**config.mk**
```make
export PLATFORM = sky130hd
export DESIGN_NAME = checksummed_packet_deframer_top
export DESIGN_NICKNAME = d
export VERILOG_FILES = /design/src/rtl/cpd_pkg.sv /design/src/rtl/checksummed_packet_deframer_top.sv
export SDC_FILE = /design/constraint.sdc
export NUM_CORES = 1
export LEC_CHECK = 0
export ABC_CLOCK_PERIOD_IN_PS = 4600
export BUFFER_PORTS_ARGS = -buffer_cell sky130_fd_sc_hd__buf_2
export CAP_MARGIN = 20
export CELL_PAD_IN_SITES_DETAIL_PLACEMENT = 1
export CELL_PAD_IN_SITES_GLOBAL_PLACEMENT = 1
export CORE_ASPECT_RATIO = 1.2
export CORE_MARGIN = 2
export CORE_UTILIZATION = 47
export CTS_CLUSTER_DIAMETER = 30
export CTS_CLUSTER_SIZE = 12
export DETAILED_ROUTE_END_ITERATION = 8
export GPL_ROUTABILITY_DRIVEN = 0
export GPL_TIMING_DRIVEN = 0
export PLACE_DENSITY_LB_ADDON = 0.1
export SETUP_SLACK_MARGIN = 0.15
export SKIP_LAST_GASP = 1
export SLEW_MARGIN = 5
export SYNTH_ARGS = -nofsm -noshare
export SYNTH_HDL_FRONTEND = slang
export SYNTH_SLANG_ARGS = --single-unit
```
**constraint.sdc**
```tcl
create_clock -name aclk -period 4.6 [get_ports aclk]
set_clock_uncertainty 0.15 [all_clocks]
set_input_delay 0.92 -clock aclk [delete_from_list [all_inputs] [get_ports aclk]]
set_output_delay 0.92 -clock aclk [all_outputs]
set_load 0.1 [all_outputs]
```
**src/rtl/cpd_pkg.sv**
```systemverilog
`timescale 1ns / 1ps
// ----------------------------------------------------------------------------
// cpd_pkg
// Shared types and constants of the checksummed packet deframer.
// ----------------------------------------------------------------------------
package cpd_pkg;

    // Packet byte counter, saturating at all ones
    localparam int unsigned COUNT_W = 17;
    localparam logic [COUNT_W-1:0] COUNT_MAX = '1;

    // Fixed byte values of the framing
    localparam logic [7:0] FLAG_BYTE      = 8'hA0;
    localparam logic [7:0] TRAILER_TARGET = 8'hAA;
    localparam logic [7:0] TRAILER_FIXED  = 8'h88;

    // Reset values of the configuration registers
    localparam logic [7:0] EXPECTED_COMMAND_RST = 8'hB0;
    localparam logic       TRAILER_CHECKSUM_RST = 1'b1;

    // Byte positions within a packet
    localparam logic [COUNT_W-1:0] POS_FLAG     = 17'd0;
    localparam logic [COUNT_W-1:0] POS_OLEN_LO  = 17'd1;
    localparam logic [COUNT_W-1:0] POS_OLEN_HI  = 17'd2;
    localparam logic [COUNT_W-1:0] POS_HCHECK   = 17'd3;
    localparam logic [COUNT_W-1:0] POS_COMMAND  = 17'd4;
    localparam logic [COUNT_W-1:0] POS_ILEN_LO  = 17'd5;
    localparam logic [COUNT_W-1:0] POS_ILEN_HI  = 17'd6;
    localparam logic [COUNT_W-1:0] POS_BODY     = 17'd7;
    localparam logic [COUNT_W-1:0] MIN_SIZE     = 17'd8;
    localparam logic [COUNT_W-1:0] OUTER_EXTRA  = 17'd4;
    localparam logic [15:0]        INNER_EXTRA  = 16'd3;
    localparam logic [15:0]        OUTER_MIN    = 16'd4;

    // Configuration register indexes
    typedef enum logic {
        REG_EXPECTED_COMMAND = 1'b0,
        REG_TRAILER_CHECKSUM = 1'b1
    } cfg_reg_t;

    // Final packet status codes
    typedef enum logic [1:0] {
        STATUS_OK       = 2'd0,
        STATUS_LENGTH   = 2'd1,
        STATUS_INVALID  = 2'd2,
        STATUS_CHECKSUM = 2'd3
    } status_t;

endpackage

```
**src/rtl/checksummed_packet_deframer_top.sv**
```systemverilog
`timescale 1ns / 1ps
// ----------------------------------------------------------------------------
// checksummed_packet_deframer_top
// Checks framing, checksums and lengths of a byte stream packet, passes the
// body bytes through and reports one status item per packet.
// ----------------------------------------------------------------------------
// Each input byte is checked against the running packet state at the
// accepting edge and its result, if any, lands in the output register at
// the same edge, so a byte can be accepted every cycle unless the output
// stalls, and a result comes out in the cycle after its byte. Header bytes
// (positions 0 to 6) give no result; later bytes are passed through as body
// items; the byte flagged end_of_packet gives the status item, which is 0
// only for a good packet. The input stalls only while the output register
// holds an item that the sink does not take.
// ----------------------------------------------------------------------------
module checksummed_packet_deframer_top (
    input  logic        aclk,
    input  logic        aresetn,
    // configuration write port
    input  logic        cfg_wr_en,
    input  logic        cfg_index,
    input  logic [7:0]  cfg_wr_data,
    // input byte channel
    input  logic        s_valid,
    output logic        s_ready,
    input  logic [7:0]  s_data_byte,
    input  logic        s_end_of_packet,
    // result channel
    output logic        m_valid,
    input  logic        m_ready,
    output logic        m_is_status,
    output logic [7:0]  m_body_byte,
    output logic [1:0]  m_status
);

    // Configuration registers
    logic [7:0] expected_command_reg;
    logic       trailer_checksum_on_reg;

    // Packet state
    logic [cpd_pkg::COUNT_W-1:0] byte_count_reg, byte_count_next;
    logic [7:0]  header_sum_reg, header_sum_next;
    logic        flags_bad_reg, flags_bad_next;
    logic        header_check_bad_reg, header_check_bad_next;
    logic [15:0] outer_length_reg, outer_length_next;
    logic        command_bad_reg, command_bad_next;
    logic [15:0] inner_length_reg, inner_length_next;
    logic [7:0]  protocol_sum_reg, protocol_sum_next;

    // Output register
    logic        m_valid_reg, m_valid_next;
    logic        m_is_status_reg, m_is_status_next;
    logic [7:0]  m_body_byte_reg, m_body_byte_next;
    logic [1:0]  m_status_reg, m_status_next;

    logic                        s_accept;
    logic [cpd_pkg::COUNT_W-1:0] packet_size;
    logic [7:0]                  trailer_want;
    cpd_pkg::status_t            final_status;

    assign s_ready  = !m_valid_reg || m_ready;
    assign s_accept = s_valid && s_ready;

    // Write configuration registers
    always_ff @(posedge aclk) begin
        if (!aresetn) begin
            expected_command_reg    <= cpd_pkg::EXPECTED_COMMAND_RST;
            trailer_checksum_on_reg <= cpd_pkg::TRAILER_CHECKSUM_RST;
        end else if (cfg_wr_en) begin
            unique case (cpd_pkg::cfg_reg_t'(cfg_index))
                cpd_pkg::REG_EXPECTED_COMMAND: expected_command_reg <= cfg_wr_data;
                cpd_pkg::REG_TRAILER_CHECKSUM: trailer_checksum_on_reg <= cfg_wr_data[0];
                default: ;
            endcase
        end
    end

    // Work out the packet status for a final byte
    always_comb begin
        packet_size  = (byte_count_reg == cpd_pkg::COUNT_MAX) ? byte_count_reg
                                                              : byte_count_reg + 1'b1;
        trailer_want = trailer_checksum_on_reg ? 8'(cpd_pkg::TRAILER_TARGET - protocol_sum_reg)
                                               : cpd_pkg::TRAILER_FIXED;
        if (packet_size < cpd_pkg::MIN_SIZE) begin
            final_status = cpd_pkg::STATUS_LENGTH;
        end else if (flags_bad_reg) begin
            final_status = cpd_pkg::STATUS_INVALID;
        end else if (header_check_bad_reg) begin
            final_status = cpd_pkg::STATUS_CHECKSUM;
        end else if (outer_length_reg < cpd_pkg::OUTER_MIN
                     || packet_size != {1'b0, outer_length_reg} + cpd_pkg::OUTER_EXTRA) begin
            final_status = cpd_pkg::STATUS_LENGTH;
        end else if (command_bad_reg) begin
            final_status = cpd_pkg::STATUS_INVALID;
        end else if (inner_length_reg == 16'd0
                     || outer_length_reg != 16'(cpd_pkg::INNER_EXTRA + inner_length_reg)) begin
            final_status = cpd_pkg::STATUS_LENGTH;
        end else if (s_data_byte != trailer_want) begin
            final_status = cpd_pkg::STATUS_CHECKSUM;
        end else begin
            final_status = cpd_pkg::STATUS_OK;
        end
    end

    // Advance packet state and load the result for an accepted item
    always_comb begin
        byte_count_next       = byte_count_reg;
        header_sum_next       = header_sum_reg;
        flags_bad_next        = flags_bad_reg;
        header_check_bad_next = header_check_bad_reg;
        outer_length_next     = outer_length_reg;
        command_bad_next      = command_bad_reg;
        inner_length_next     = inner_length_reg;
        protocol_sum_next     = protocol_sum_reg;
        m_valid_next          = m_valid_reg && !m_ready;
        m_is_status_next      = m_is_status_reg;
        m_body_byte_next      = m_body_byte_reg;
        m_status_next         = m_status_reg;

        if (s_accept) begin
            if (s_end_of_packet) begin
                // emit status and clear for the next packet
                m_valid_next          = 1'b1;
                m_is_status_next      = 1'b1;
                m_body_byte_next      = 8'd0;
                m_status_next         = final_status;
                byte_count_next       = '0;
                header_sum_next       = 8'd0;
                flags_bad_next        = 1'b0;
                header_check_bad_next = 1'b0;
                outer_length_next     = 16'd0;
                command_bad_next      = 1'b0;
                inner_length_next     = 16'd0;
                protocol_sum_next     = 8'd0;
            end else begin
                // capture header fields by position
                case (byte_count_reg)
                    cpd_pkg::POS_FLAG:
                        flags_bad_next = (s_data_byte != cpd_pkg::FLAG_BYTE);
                    cpd_pkg::POS_OLEN_LO:
                        outer_length_next = {8'd0, s_data_byte};
                    cpd_pkg::POS_OLEN_HI:
                        outer_length_next = {s_data_byte, outer_length_reg[7:0]};
                    cpd_pkg::POS_HCHECK:
                        header_check_bad_next = (s_data_byte != header_sum_reg);
                    cpd_pkg::POS_COMMAND:
                        command_bad_next = (s_data_byte != expected_command_reg);
                    cpd_pkg::POS_ILEN_LO:
                        inner_length_next = {8'd0, s_data_byte};
                    cpd_pkg::POS_ILEN_HI:
                        inner_length_next = {s_data_byte, inner_length_reg[7:0]};
                    default: ;
                endcase
                if (byte_count_reg < cpd_pkg::POS_HCHECK) begin
                    header_sum_next = header_sum_reg + s_data_byte;
                end
                if (byte_count_reg >= cpd_pkg::POS_COMMAND) begin
                    protocol_sum_next = protocol_sum_reg + s_data_byte;
                end
                if (byte_count_reg != cpd_pkg::COUNT_MAX) begin
                    byte_count_next = byte_count_reg + 1'b1;
                end
                // pass body bytes through
                if (byte_count_reg >= cpd_pkg::POS_BODY) begin
                    m_valid_next     = 1'b1;
                    m_is_status_next = 1'b0;
                    m_body_byte_next = s_data_byte;
                    m_status_next    = cpd_pkg::STATUS_OK;
                end else begin
                    m_valid_next = 1'b0;
                end
            end
        end
    end

    // Hold control state
    always_ff @(posedge aclk) begin
        if (!aresetn) begin
            byte_count_reg       <= '0;
            header_sum_reg       <= 8'd0;
            flags_bad_reg        <= 1'b0;
            header_check_bad_reg <= 1'b0;
            outer_length_reg     <= 16'd0;
            command_bad_reg      <= 1'b0;
            inner_length_reg     <= 16'd0;
            protocol_sum_reg     <= 8'd0;
            m_valid_reg          <= 1'b0;
        end else begin
            byte_count_reg       <= byte_count_next;
            header_sum_reg       <= header_sum_next;
            flags_bad_reg        <= flags_bad_next;
            header_check_bad_reg <= header_check_bad_next;
            outer_length_reg     <= outer_length_next;
            command_bad_reg      <= command_bad_next;
            inner_length_reg     <= inner_length_next;
            protocol_sum_reg     <= protocol_sum_next;
            m_valid_reg          <= m_valid_next;
        end
    end

    // Hold result payload
    always_ff @(posedge aclk) begin
        m_is_status_reg <= m_is_status_next;
        m_body_byte_reg <= m_body_byte_next;
        m_status_reg    <= m_status_next;
    end

    assign m_valid     = m_valid_reg;
    assign m_is_status = m_is_status_reg;
    assign m_body_byte = m_body_byte_reg;
    assign m_status    = m_status_reg;

endmodule

```
; ---- Word level (Yosys, flattened, before mapping)
; Index checks and enable logic that the tools add are counted.
[word_totals]
regBits = 89
inputBits = 23
output_inout_bits = 13
[op_classes]
n_addsub = 6
n_lt_le_gt_ge = 5
n_eq_ne = 16
muxes = 32
n_bitwise = 1
reduce_logical = 33
[ops]
columns = op, n
row1 = $pmux W16 S2, 2
row2 = $eq A17 B3 Y1 const B, 3
row3 = $mux W17, 3
row4 = $mux W8, 6
row5 = $eq A17 B2 Y1 const B, 2
row6 = $ge A17 B3 Y1 const B, 2
row7 = $mux W16, 2
row8 = $ne A8 B8 Y1, 3
row9 = $reduce_and A2 Y1, 11
row10 = $mux W2, 9
row11 = $reduce_bool A2 Y1, 9
row12 = $add A16 B3 Y17 const B, 1
row13 = $add A17 B1 Y17 const B, 1
row14 = $eq A17 B1 Y1 const B, 1
row15 = $eq A17 B17 Y1 const B, 1
row16 = $logic_not A17 Y1, 1
row17 = $lt A17 B2 Y1 const B, 1
row18 = $lt A17 B4 Y1 const B, 1
row19 = $ne A17 B17 Y1, 1
row20 = $ne A17 B17 Y1 const B, 1
row21 = $add A2 B16 Y16 const A, 1
row22 = $add A8 B8 Y8, 2
row23 = $logic_not A16 Y1, 1
row24 = $lt A16 B3 Y1 const B, 1
row25 = other kinds (11), 27

; ---- Depth between registers and ports, before layout
; Gate-level depths: netlist of the first run.
[depth]
word_depth = 11
depth_mapped = 19

; ---- Worst setup path after synthesis of the first run
; OpenSTA, ideal clock, no wires.
[synth_path]
path_type = register -> register
from = register byte_count_reg[5] (netlist bit)
to = register m_status_reg[1] (netlist: m_status[1]) (data pin)
t_arrival_ps = 3619
t_required_ps = 4292
slack_ps = 673
path_stages_with_launch = 20
path_buffers = 3
path_cell_list = dfxtp_1 buf_4 nand4_1 buf_4 nor2_1 nand3_1 nor2_1 and3_1 nand3_1 inv_1 ha_1 clkbuf_1 nand4b_1 nor4_2 xnor2_1 xnor2_1 nand2_1 or4_1 or4_1 a211oi_2
[synth_via]
elab_chain_cells = 9
[synth_lines]
columns = element, line_no
row1 = "start, declared", checksummed_packet_deframer_top.sv:41  ; logic [cpd_pkg::COUNT_W-1:0] byte_count_reg, byte_count_next;
row2 = "start signal, assigned", checksummed_packet_deframer_top.sv:189  ; byte_count_reg <= byte_count_next;
row3 = $add A17 B1 Y17 / $eq A17 B17 Y1 (equally long branches), "checksummed_packet_deframer_top.sv:81, checksummed_packet_deframer_top.sv:80"
row4 = $mux W17 *, checksummed_packet_deframer_top.sv:80  ; packet_size = (byte_count_reg == cpd_pkg::COUNT_MAX) ? byte_count_reg
row5 = branches (longest 5 deep; another with $lt A17 B4 Y1), n/a
row6 = $mux W2 *, checksummed_packet_deframer_top.sv:84  ; if (packet_size < cpd_pkg::MIN_SIZE) begin
row7 = $mux W2 *, checksummed_packet_deframer_top.sv:121  ; if (s_end_of_packet) begin
row8 = "end signal, assigned", checksummed_packet_deframer_top.sv:205  ; m_status_reg <= m_status_next;
row9 = "end, declared", checksummed_packet_deframer_top.sv:54  ; logic [1:0] m_status_reg, m_status_next;
; Mark *: on every way between the ends.
; A chain may end at the register's enable or synchronous reset.

; ---- Final worst setup path of the first run
; Ends and elaborated chain as after synthesis.

==> results.md, run 1 <==
- Status: finished clean
- Yosys reg bits: 89
- CTS buffer count: 9
- Final worst slack: between 0.2 and 0.3 ns
- Fraction of final layout cells sized beyond drive strength 1: 0.09508
- Switching power: 613.0 uW
- Drt first pass iters: 5
- Largest net degree at the start of global routing: 20
- RSZ-0062 raised after global routing: no
- HPWL after detailed placement: 16.70 mm
- CORE AREA: 13640 um^2
- Max Fanout on Critical Path: 9
- Top_reg_cell synth: dfxtp_1
- Fin util: 0.5359
- Max IR drop VDD: between 0.15 and 0.2 mV
- Gate power share: 0.159
- # H-tree levels: 3
- Switching power share of the total: 0.3213
- Skew-Pair Late Insertion Delay: 0.36 ns
- # diodes: 0
- Pre-CTS WS: -0.2022 ns
- Distinct cells, synth: 61
- Total die area: 14750 um^2
- Sequential share of the synthesized area: 0.2918
- Routed Antenna Nets: 0
- Cells after Synth: 835
- Via count: roughly 6600
- Longest Clk Path Bufs: 2
- DRC errors left: 0
- Max reg flops: 17
- Origin of the worst min-delay path: expected_command_reg[4]
- F_max: 0.2315 GHz
- Starting density of the core: 0.4751
- Async SR Flop Fraction: 0
- Leakage: around 0.0026 uW
- Clock root cell: clkbuf_16
- Flop pwr share: 0.433
- Area Growth Syn to Fin: 12.78%
- Power density cells: 261.0 nW/um^2
- Clock power share: 0.408
- Total Wirelength: between 20 and 25 mm
- YS warnings: 0
- Vias in the first global route: roughly 6900
- Grt ovf: 0
- R2R Setup Slk: between 0.2 and 0.3 ns
- Die Ht: 132.7 um
- Clk slew on worst S/H paths: 0.08 ns
- Net Count, Synth: 884
- First-pass GRT wire length: around 36 mm
- # hold bufs at CTS: 0
- Type of the most critical hold path: flip-flop to flip-flop
- Gr usage total: 0.3054
- TritonCTS sink count: 89
- CTS tree: yes
- Critical path startpoint: byte_count_reg[5]
- Startpoint types: flip-flop
- Worst slew margin: 0.3535
- Crit path arrival time: 4.38 ns
- Final min period: 4.319 ns
- Nature of the critical path endpoint: flip-flop
- Die X: 111.2 um
- Num ports: 36
- Max Cap Violations: 0
- Net count, final: 938
- Final Hold Fails: 0
- Number of synthesized flops with an enable pin: 11
- Reg-to-reg startpoint: byte_count_reg[5]
- Mapped cell area: ~6500 um^2
- Setup CP Type: flip-flop to flip-flop
- Initial antenna violation count: 0
- Site Rows: 47
- Iter 0 DRT Violations: ~500
- Internal power consumption: 1295 uW
- Worst slew pin tran: 0.9639 ns
- Max Transition Viols Final: 0
- PortBufs: 33
- Syn avg cell area: 7.763 um^2
- Fin crit share: 0.9389
- Req. time, crit path: 4.66 ns
- DR vias/cell: 6.223
- # setup viols final: 0
- WL/cell: 21.27 um
per-stage QoR:
stage | TNS [ns] | area [um^2] | cells | total power [uW] | hold slack [ns]
after global routing | 0 | 7311 | 1065 | 1972 | 0.3722
after floorplan | 0 | 6482 | 835 | 1049 | 0.2947
after global placement | -0.01267 | 6862 | 1039 | 1129 | 0.3044
after CTS | 0 | 7184 | 1055 | 1912 | 0.3426
after detailed placement | -0.2022 | 6862 | 1039 | 1143 | 0.3237
final | 0 | 7311 | 1065 | 1908 | 0.3361
area by class of cell:
cell class              count  area, um^2
inverters                  21       78.83
fillers                  1732        6332
repair buffers             43       240.2
plain buffers              60       255.2
well taps                 171       214.0
multi-input cells         665        4318
flip-flops and latches     89        1898
clock buffers               9       225.2
clock inverters             7       81.33
critical path: stages (launching register included):
cell	delay (ns)
dfxtp_1	0.31
buf_4	0.15
nand4_1	0.18
buf_6	0.19
nor2_2	0.14
nand3_2	0.11
nor2_2	0.13
and3_4	0.21
nand3_1	0.11
inv_1	0.09
ha_1	0.18
buf_6	0.15
buf_4	0.11
nor2b_1	0.04
xnor2_1	0.15
nand2_1	0.09
nor4_2	0.35
nand2_1	0.12
or4_1	0.42
or4_4	0.56
a211oi_2	0.23
cell usage in the layout, fill, tap and decap left out, types with 6 or more instances in the layout:
| cell | netlist | layout |
|---|---|---|
| a21boi_0 | 18 | 18 |
| a21o_1 | 9 | 9 |
| a21oi_1 | 41 | 41 |
| a22oi_1 | 20 | 20 |
| a31oi_1 | 11 | 11 |
| and2_1 | 18 | 18 |
| and3_1 | 10 | 9 |
| buf_2 | 4 | 36 |
| buf_4 | 2 | 11 |
| clkbuf_1 | 50 | 49 |
| clkbuf_16 | 0 | 9 |
| dfxtp_1 | 78 | 75 |
| edfxtp_1 | 11 | 11 |
| ha_1 | 24 | 23 |
| inv_1 | 21 | 21 |
| nand2_1 | 89 | 89 |
| nand2b_1 | 8 | 8 |
| nand3_1 | 35 | 34 |
| nand3b_1 | 9 | 9 |
| nand4_1 | 19 | 19 |
| nor2_1 | 49 | 47 |
| nor2b_1 | 34 | 34 |
| nor3_1 | 26 | 26 |
| nor4_1 | 18 | 17 |
| o21ai_0 | 50 | 50 |
| o31ai_1 | 7 | 7 |
| or3_1 | 6 | 6 |
| or4_1 | 7 | 6 |
| xnor2_1 | 73 | 73 |
| xor2_1 | 20 | 20 |
cells by family after synthesis:
logic type	Yosys count	share of synthesized area
AO/OA/AOI/OAI	193	0.1899
XOR/XNOR	93	0.1257
adder cells (fa/ha/maj)	26	0.05250
buffers and inverters	81	0.04883
flip-flops	89	0.2918
multiplexers	3	0.005211
AND/OR/NAND/NOR	350	0.2860
per-layer routing:
layer  share of wire  GRT usage
met1            0.41     0.3666
met5               0          0
met3           0.044    0.03665
met4           0.046     0.1612
met2            0.50     0.5342
worst paths after layout:
path / end / depth (start not counted)
worst max-delay path: m_status[1] / 20
worst min-delay path: expected_command_reg[4] / 2
worst max register to register: m_status[1] / 20
worst min register to register: expected_command_reg[4] / 2
power by group through the flow:
stage / clock (uW) / combinational, uW / sequential [uW]
final: 778 / 304 / 826
after global routing: 813 / 330 / 829
after CTS: 784 / 301 / 826
after detailed placement: 0 / 299 / 845
after global placement: 0 / 285 / 843
after floorplan: 0 / 176 / 873
repair_timing:
| item | 4_1_cts | 5_1_grt |
|---|---|---|
| resized for setup | 7 | 14 |
| buffers inserted | 0 | 9 |
| pin swaps | 0 | 6 |
| endpoints found under the setup margin | 2 | 2 |
| cloned | 0 | 0 |
cell usage after synthesis, types with 18 or more instances:
master,instances,share of area
a21boi_0,18,0.021
a21oi_1,41,0.032
a22oi_1,20,0.023
and2_1,18,0.017
clkbuf_1,50,0.029
dfxtp_1,78,0.24
ha_1,24,0.046
inv_1,21,0.012
nand2_1,89,0.052
nand3_1,35,0.027
nand4_1,19,0.018
nor2_1,49,0.028
nor2b_1,34,0.033
nor3_1,26,0.020
nor4_1,18,0.017
o21ai_0,50,0.039
xnor2_1,73,0.099
xor2_1,20,0.027
Note: power is estimated with default switching activity, not from simulation.
==> run 2, diff against run 1 <==
--- a/config.mk
+++ b/config.mk
@@ -5,14 +5,14 @@
 export SDC_FILE = /design/constraint.sdc
 export NUM_CORES = 1
 export LEC_CHECK = 0
-export ABC_CLOCK_PERIOD_IN_PS = 4600
+export ABC_CLOCK_PERIOD_IN_PS = 4750
 export BUFFER_PORTS_ARGS = -buffer_cell sky130_fd_sc_hd__buf_2
 export CAP_MARGIN = 20
 export CELL_PAD_IN_SITES_DETAIL_PLACEMENT = 1
 export CELL_PAD_IN_SITES_GLOBAL_PLACEMENT = 1
 export CORE_ASPECT_RATIO = 1.2
-export CORE_MARGIN = 2
-export CORE_UTILIZATION = 47
+export CORE_MARGIN = 8
+export CORE_UTILIZATION = 40
 export CTS_CLUSTER_DIAMETER = 30
 export CTS_CLUSTER_SIZE = 12
 export DETAILED_ROUTE_END_ITERATION = 8
==> constraint.sdc (replaced) <==
create_clock -name aclk -period 4.75 [get_ports aclk]
set_clock_uncertainty 0.15 [all_clocks]
set_input_delay 0.95 -clock aclk [delete_from_list [all_inputs] [get_ports aclk]]
set_output_delay 0.95 -clock aclk [all_outputs]
set_load 0.1 [all_outputs]
==> results.md, run 2 (synthesized netlist as in run 1, its figures left out) <==
- Status: finished clean (unchanged)
- Post-DP Area: 6924 um^2 (was 6862 um^2)
- Fin crit share: 0.9056 (was 0.9389)
- Vias in the first global route: 6914 (was 6899)
- R2r endpoint: m_status[1] (unchanged)
- # hold bufs at CTS: 0 (unchanged)
- Area Growth Syn to Fin: 12.12% (was 12.78%)
- Final min period: 4.302 ns (was 4.319 ns)
- Final worst slack: 0.4483 ns (was 0.2811 ns)
- Die X: 132.2 um (was 111.2 um)
- Max Transition Viols Final: 0 (unchanged)
- Die Ht: 155.5 um (was 132.7 um)
- Total die area: 20550 um^2 (was 14750 um^2)
- Final non-filler cell area: 7268 um^2 (was 7311 um^2)
- Power density cells: 255.6 nW/um^2 (was 261.0 nW/um^2)
- Clock root cell: clkbuf_16 (unchanged)
- Total Wirelength: 22.53 mm (was 22.65 mm)
- Type of the most critical hold path: flip-flop to flip-flop (unchanged)
- Via count: 6432 (was 6627)
- Hold Path Sink: header_sum_reg[0] (was expected_command_reg[4])
- Crit path max-delay cell type: or4_1 (was or4_4)
- PortBufs: 33 (unchanged)
- Clk slew on worst S/H paths: 0.08 ns (about the same)
- CTS tree: yes (unchanged)
- # H-tree levels: 3 (unchanged)
- WHS Path Cells: 2 (unchanged)
- Longest Clk Path Bufs: 2 (unchanged)
- Max reg flops: 17 (unchanged)
- Setup CP Type: flip-flop to flip-flop (unchanged)
- Routed Antenna Nets: 0 (unchanged)
- Req. time, crit path: 4.79 ns (was 4.66 ns)
- HPWL after detailed placement: 17.12 mm (was 16.70 mm)
- Site Rows: 51 (was 47)
- DRC errors left: 0 (unchanged)
- Num ports: 36 (unchanged)
- Net count, final: 932 (was 938)
- R2R Setup Slk: 0.45 ns (was 0.28 ns)
- Critical path, cell by cell: buf_4, nand4_1, buf_4, nor2_1, nand3_1, nor2_2, and3_4, nand3_1, inv_1, ha_1, buf_4, nand4b_1, nor4_2, xnor2_1, xnor2_1, nand2_1, or4_1, or4_1, a211oi_2 (was buf_4, nand4_1, buf_6, nor2_2, nand3_2, nor2_2, and3_4, nand3_1, inv_1, ha_1, buf_6, buf_4, nor2b_1, xnor2_1, nand2_1, nor4_2, nand2_1, or4_1, or4_4, a211oi_2)
- First-pass GRT wire length: 36.20 mm (was 35.97 mm)
- Crit path buf inv count: 4 (was 5)
- Most common cell type on the critical path: buf_4
- CORE AREA: 16080 um^2 (was 13640 um^2)
- Max Fanout on Critical Path: 10 (was 9)
- Origin of the worst min-delay path: header_sum_reg[0] (was expected_command_reg[4])
- Startpoint types: flip-flop (unchanged)
- Drt first pass iters: 5 (unchanged)
- RSZ-0062 raised after global routing: no (unchanged)
- Gr usage total: 0.2205 (was 0.3054)
- Max IR drop VDD: 0.1536 mV (was 0.1947 mV)
- Grt ovf: 0 (unchanged)
- Pre-CTS WS: -0.04495 ns (was -0.2022 ns)
- Initial antenna violation count: 0 (unchanged)
- Largest net degree at the start of global routing: 20 (unchanged)
- Setup total negative slack: 0 ns (unchanged)
- Final Hold Fails: 0 (unchanged)
- Worst slew margin: 0.3013 (was 0.3535)
- Leakage: 0.002580 uW (was 0.002630 uW)
- CTS buffer count: 9 (unchanged)
- WL/cell: 20.48 um (was 21.27 um)
- Crit path max-delay family: simple AND/OR/NAND/NOR gates (unchanged)
- TritonCTS sink count: 89 (unchanged)
- Fraction of final layout cells sized beyond drive strength 1: 0.08333 (was 0.09508)
- F_max: 0.2325 GHz (was 0.2315 GHz)
- Reg-to-reg startpoint: byte_count_reg[5] (unchanged)
- # diodes: 0 (unchanged)
- # setup viols final: 0 (unchanged)
- Iter 0 DRT Violations: 380 (was 512)
- Skew-Pair Late Insertion Delay: 0.36 ns (about the same)
- Crit path arrival time: 4.35 ns (was 4.38 ns)
- Max Cap Violations: 0 (unchanged)
- DR vias/cell: 5.847 (was 6.223)
- Worst slew pin tran: 1.042 ns (was 0.9639 ns)
- Max incr delay on CP: 0.57 ns (was 0.56 ns)
- Reg2Reg Depth: 19 (was 20)
- Starting density of the core: 0.4031 (was 0.4751)
- Most frequent cells in the layout: 89 x nand2_1, 76 x dfxtp_1, 73 x xnor2_1, 50 x o21ai_0, 49 x clkbuf_1 (was 89 x nand2_1, 75 x dfxtp_1, 73 x xnor2_1, 50 x o21ai_0, 49 x clkbuf_1)
- Nature of the critical path endpoint: flip-flop (unchanged)
- Most common cell after layout, fill and taps aside: nand2_1 (unchanged)
[run 2: per-layer routing]
metal	wire length (um)	track usage	part of all wire	up-vias
met4	685	0.09642	0.030	0
met3	689	0.03484	0.031	43
met1	9893	0.2567	0.44	3198
met2	11260	0.3926	0.50	121
met5	0	0	0	-
li1	-	-	-	3070
[run 2: how the worst max path moves through the flow]
stage | startpoint | depth (start not counted) | end | slack (ns)
finish | byte_count_reg[5] | 19 | m_status[1] | 0.45
global route | byte_count_reg[5] | 19 | m_status[1] | 0.15
CTS | byte_count_reg[6] | 18 | m_status[1] | 0.22
detailed placement | byte_count_reg[6] | 18 | m_status[1] | -0.04
global placement | byte_count_reg[6] | 18 | m_status[1] | -0.0009
floorplan | byte_count_reg[5] | 19 | m_status[1] | 0.82
[run 2: metrics by stage]
step                      total power [uW]    util  std cells  hold WS, ns
after CTS                             1864  0.4498       1097       0.3383
after floorplan                       1016       -        835       0.2947
after global placement                1097  0.4299       1080       0.3075
final                                 1858  0.4520       1100       0.3360
after detailed placement              1110  0.4306       1081       0.3271
after global routing                  1916  0.4520       1100       0.3680
[run 2: cell type report]
class	count	area, um^2
inverter	21	78.83
sequential	89	1894
clock inverter	7	76.32
buffer	60	241.5
timing repair buffer	37	198.9
fill	2024	8812
tap	212	265.3
multi-input combinational	665	4288
clock buffer	9	225.2
[run 2: timing repair]
item                                   4_1_cts  5_1_grt
pin swaps                                    0        2
gates resized for setup                      2        7
endpoints found under the hold margin        0        0
buffers inserted                             0        3
setup endpoints to repair                    1        1
[run 2: worst reg2reg max path: cells and delay by family (launching register included)]
family	cells	cell delay, ns
AND/OR/NAND/NOR	11	2.32
flip-flops	1	0.31
XOR/XNOR	2	0.34
adder cells (fa/ha/maj)	1	0.19
AO/OA/AOI/OAI	1	0.23
buffers and inverters	4	0.60
[run 2: power by group]
part,switching (uW),leakage (uW),total (uW),internal [uW]
clock,386,0.000149,763,377
combinational,197,0.00169,294,96.3
sequential,19.1,0.000738,801,782
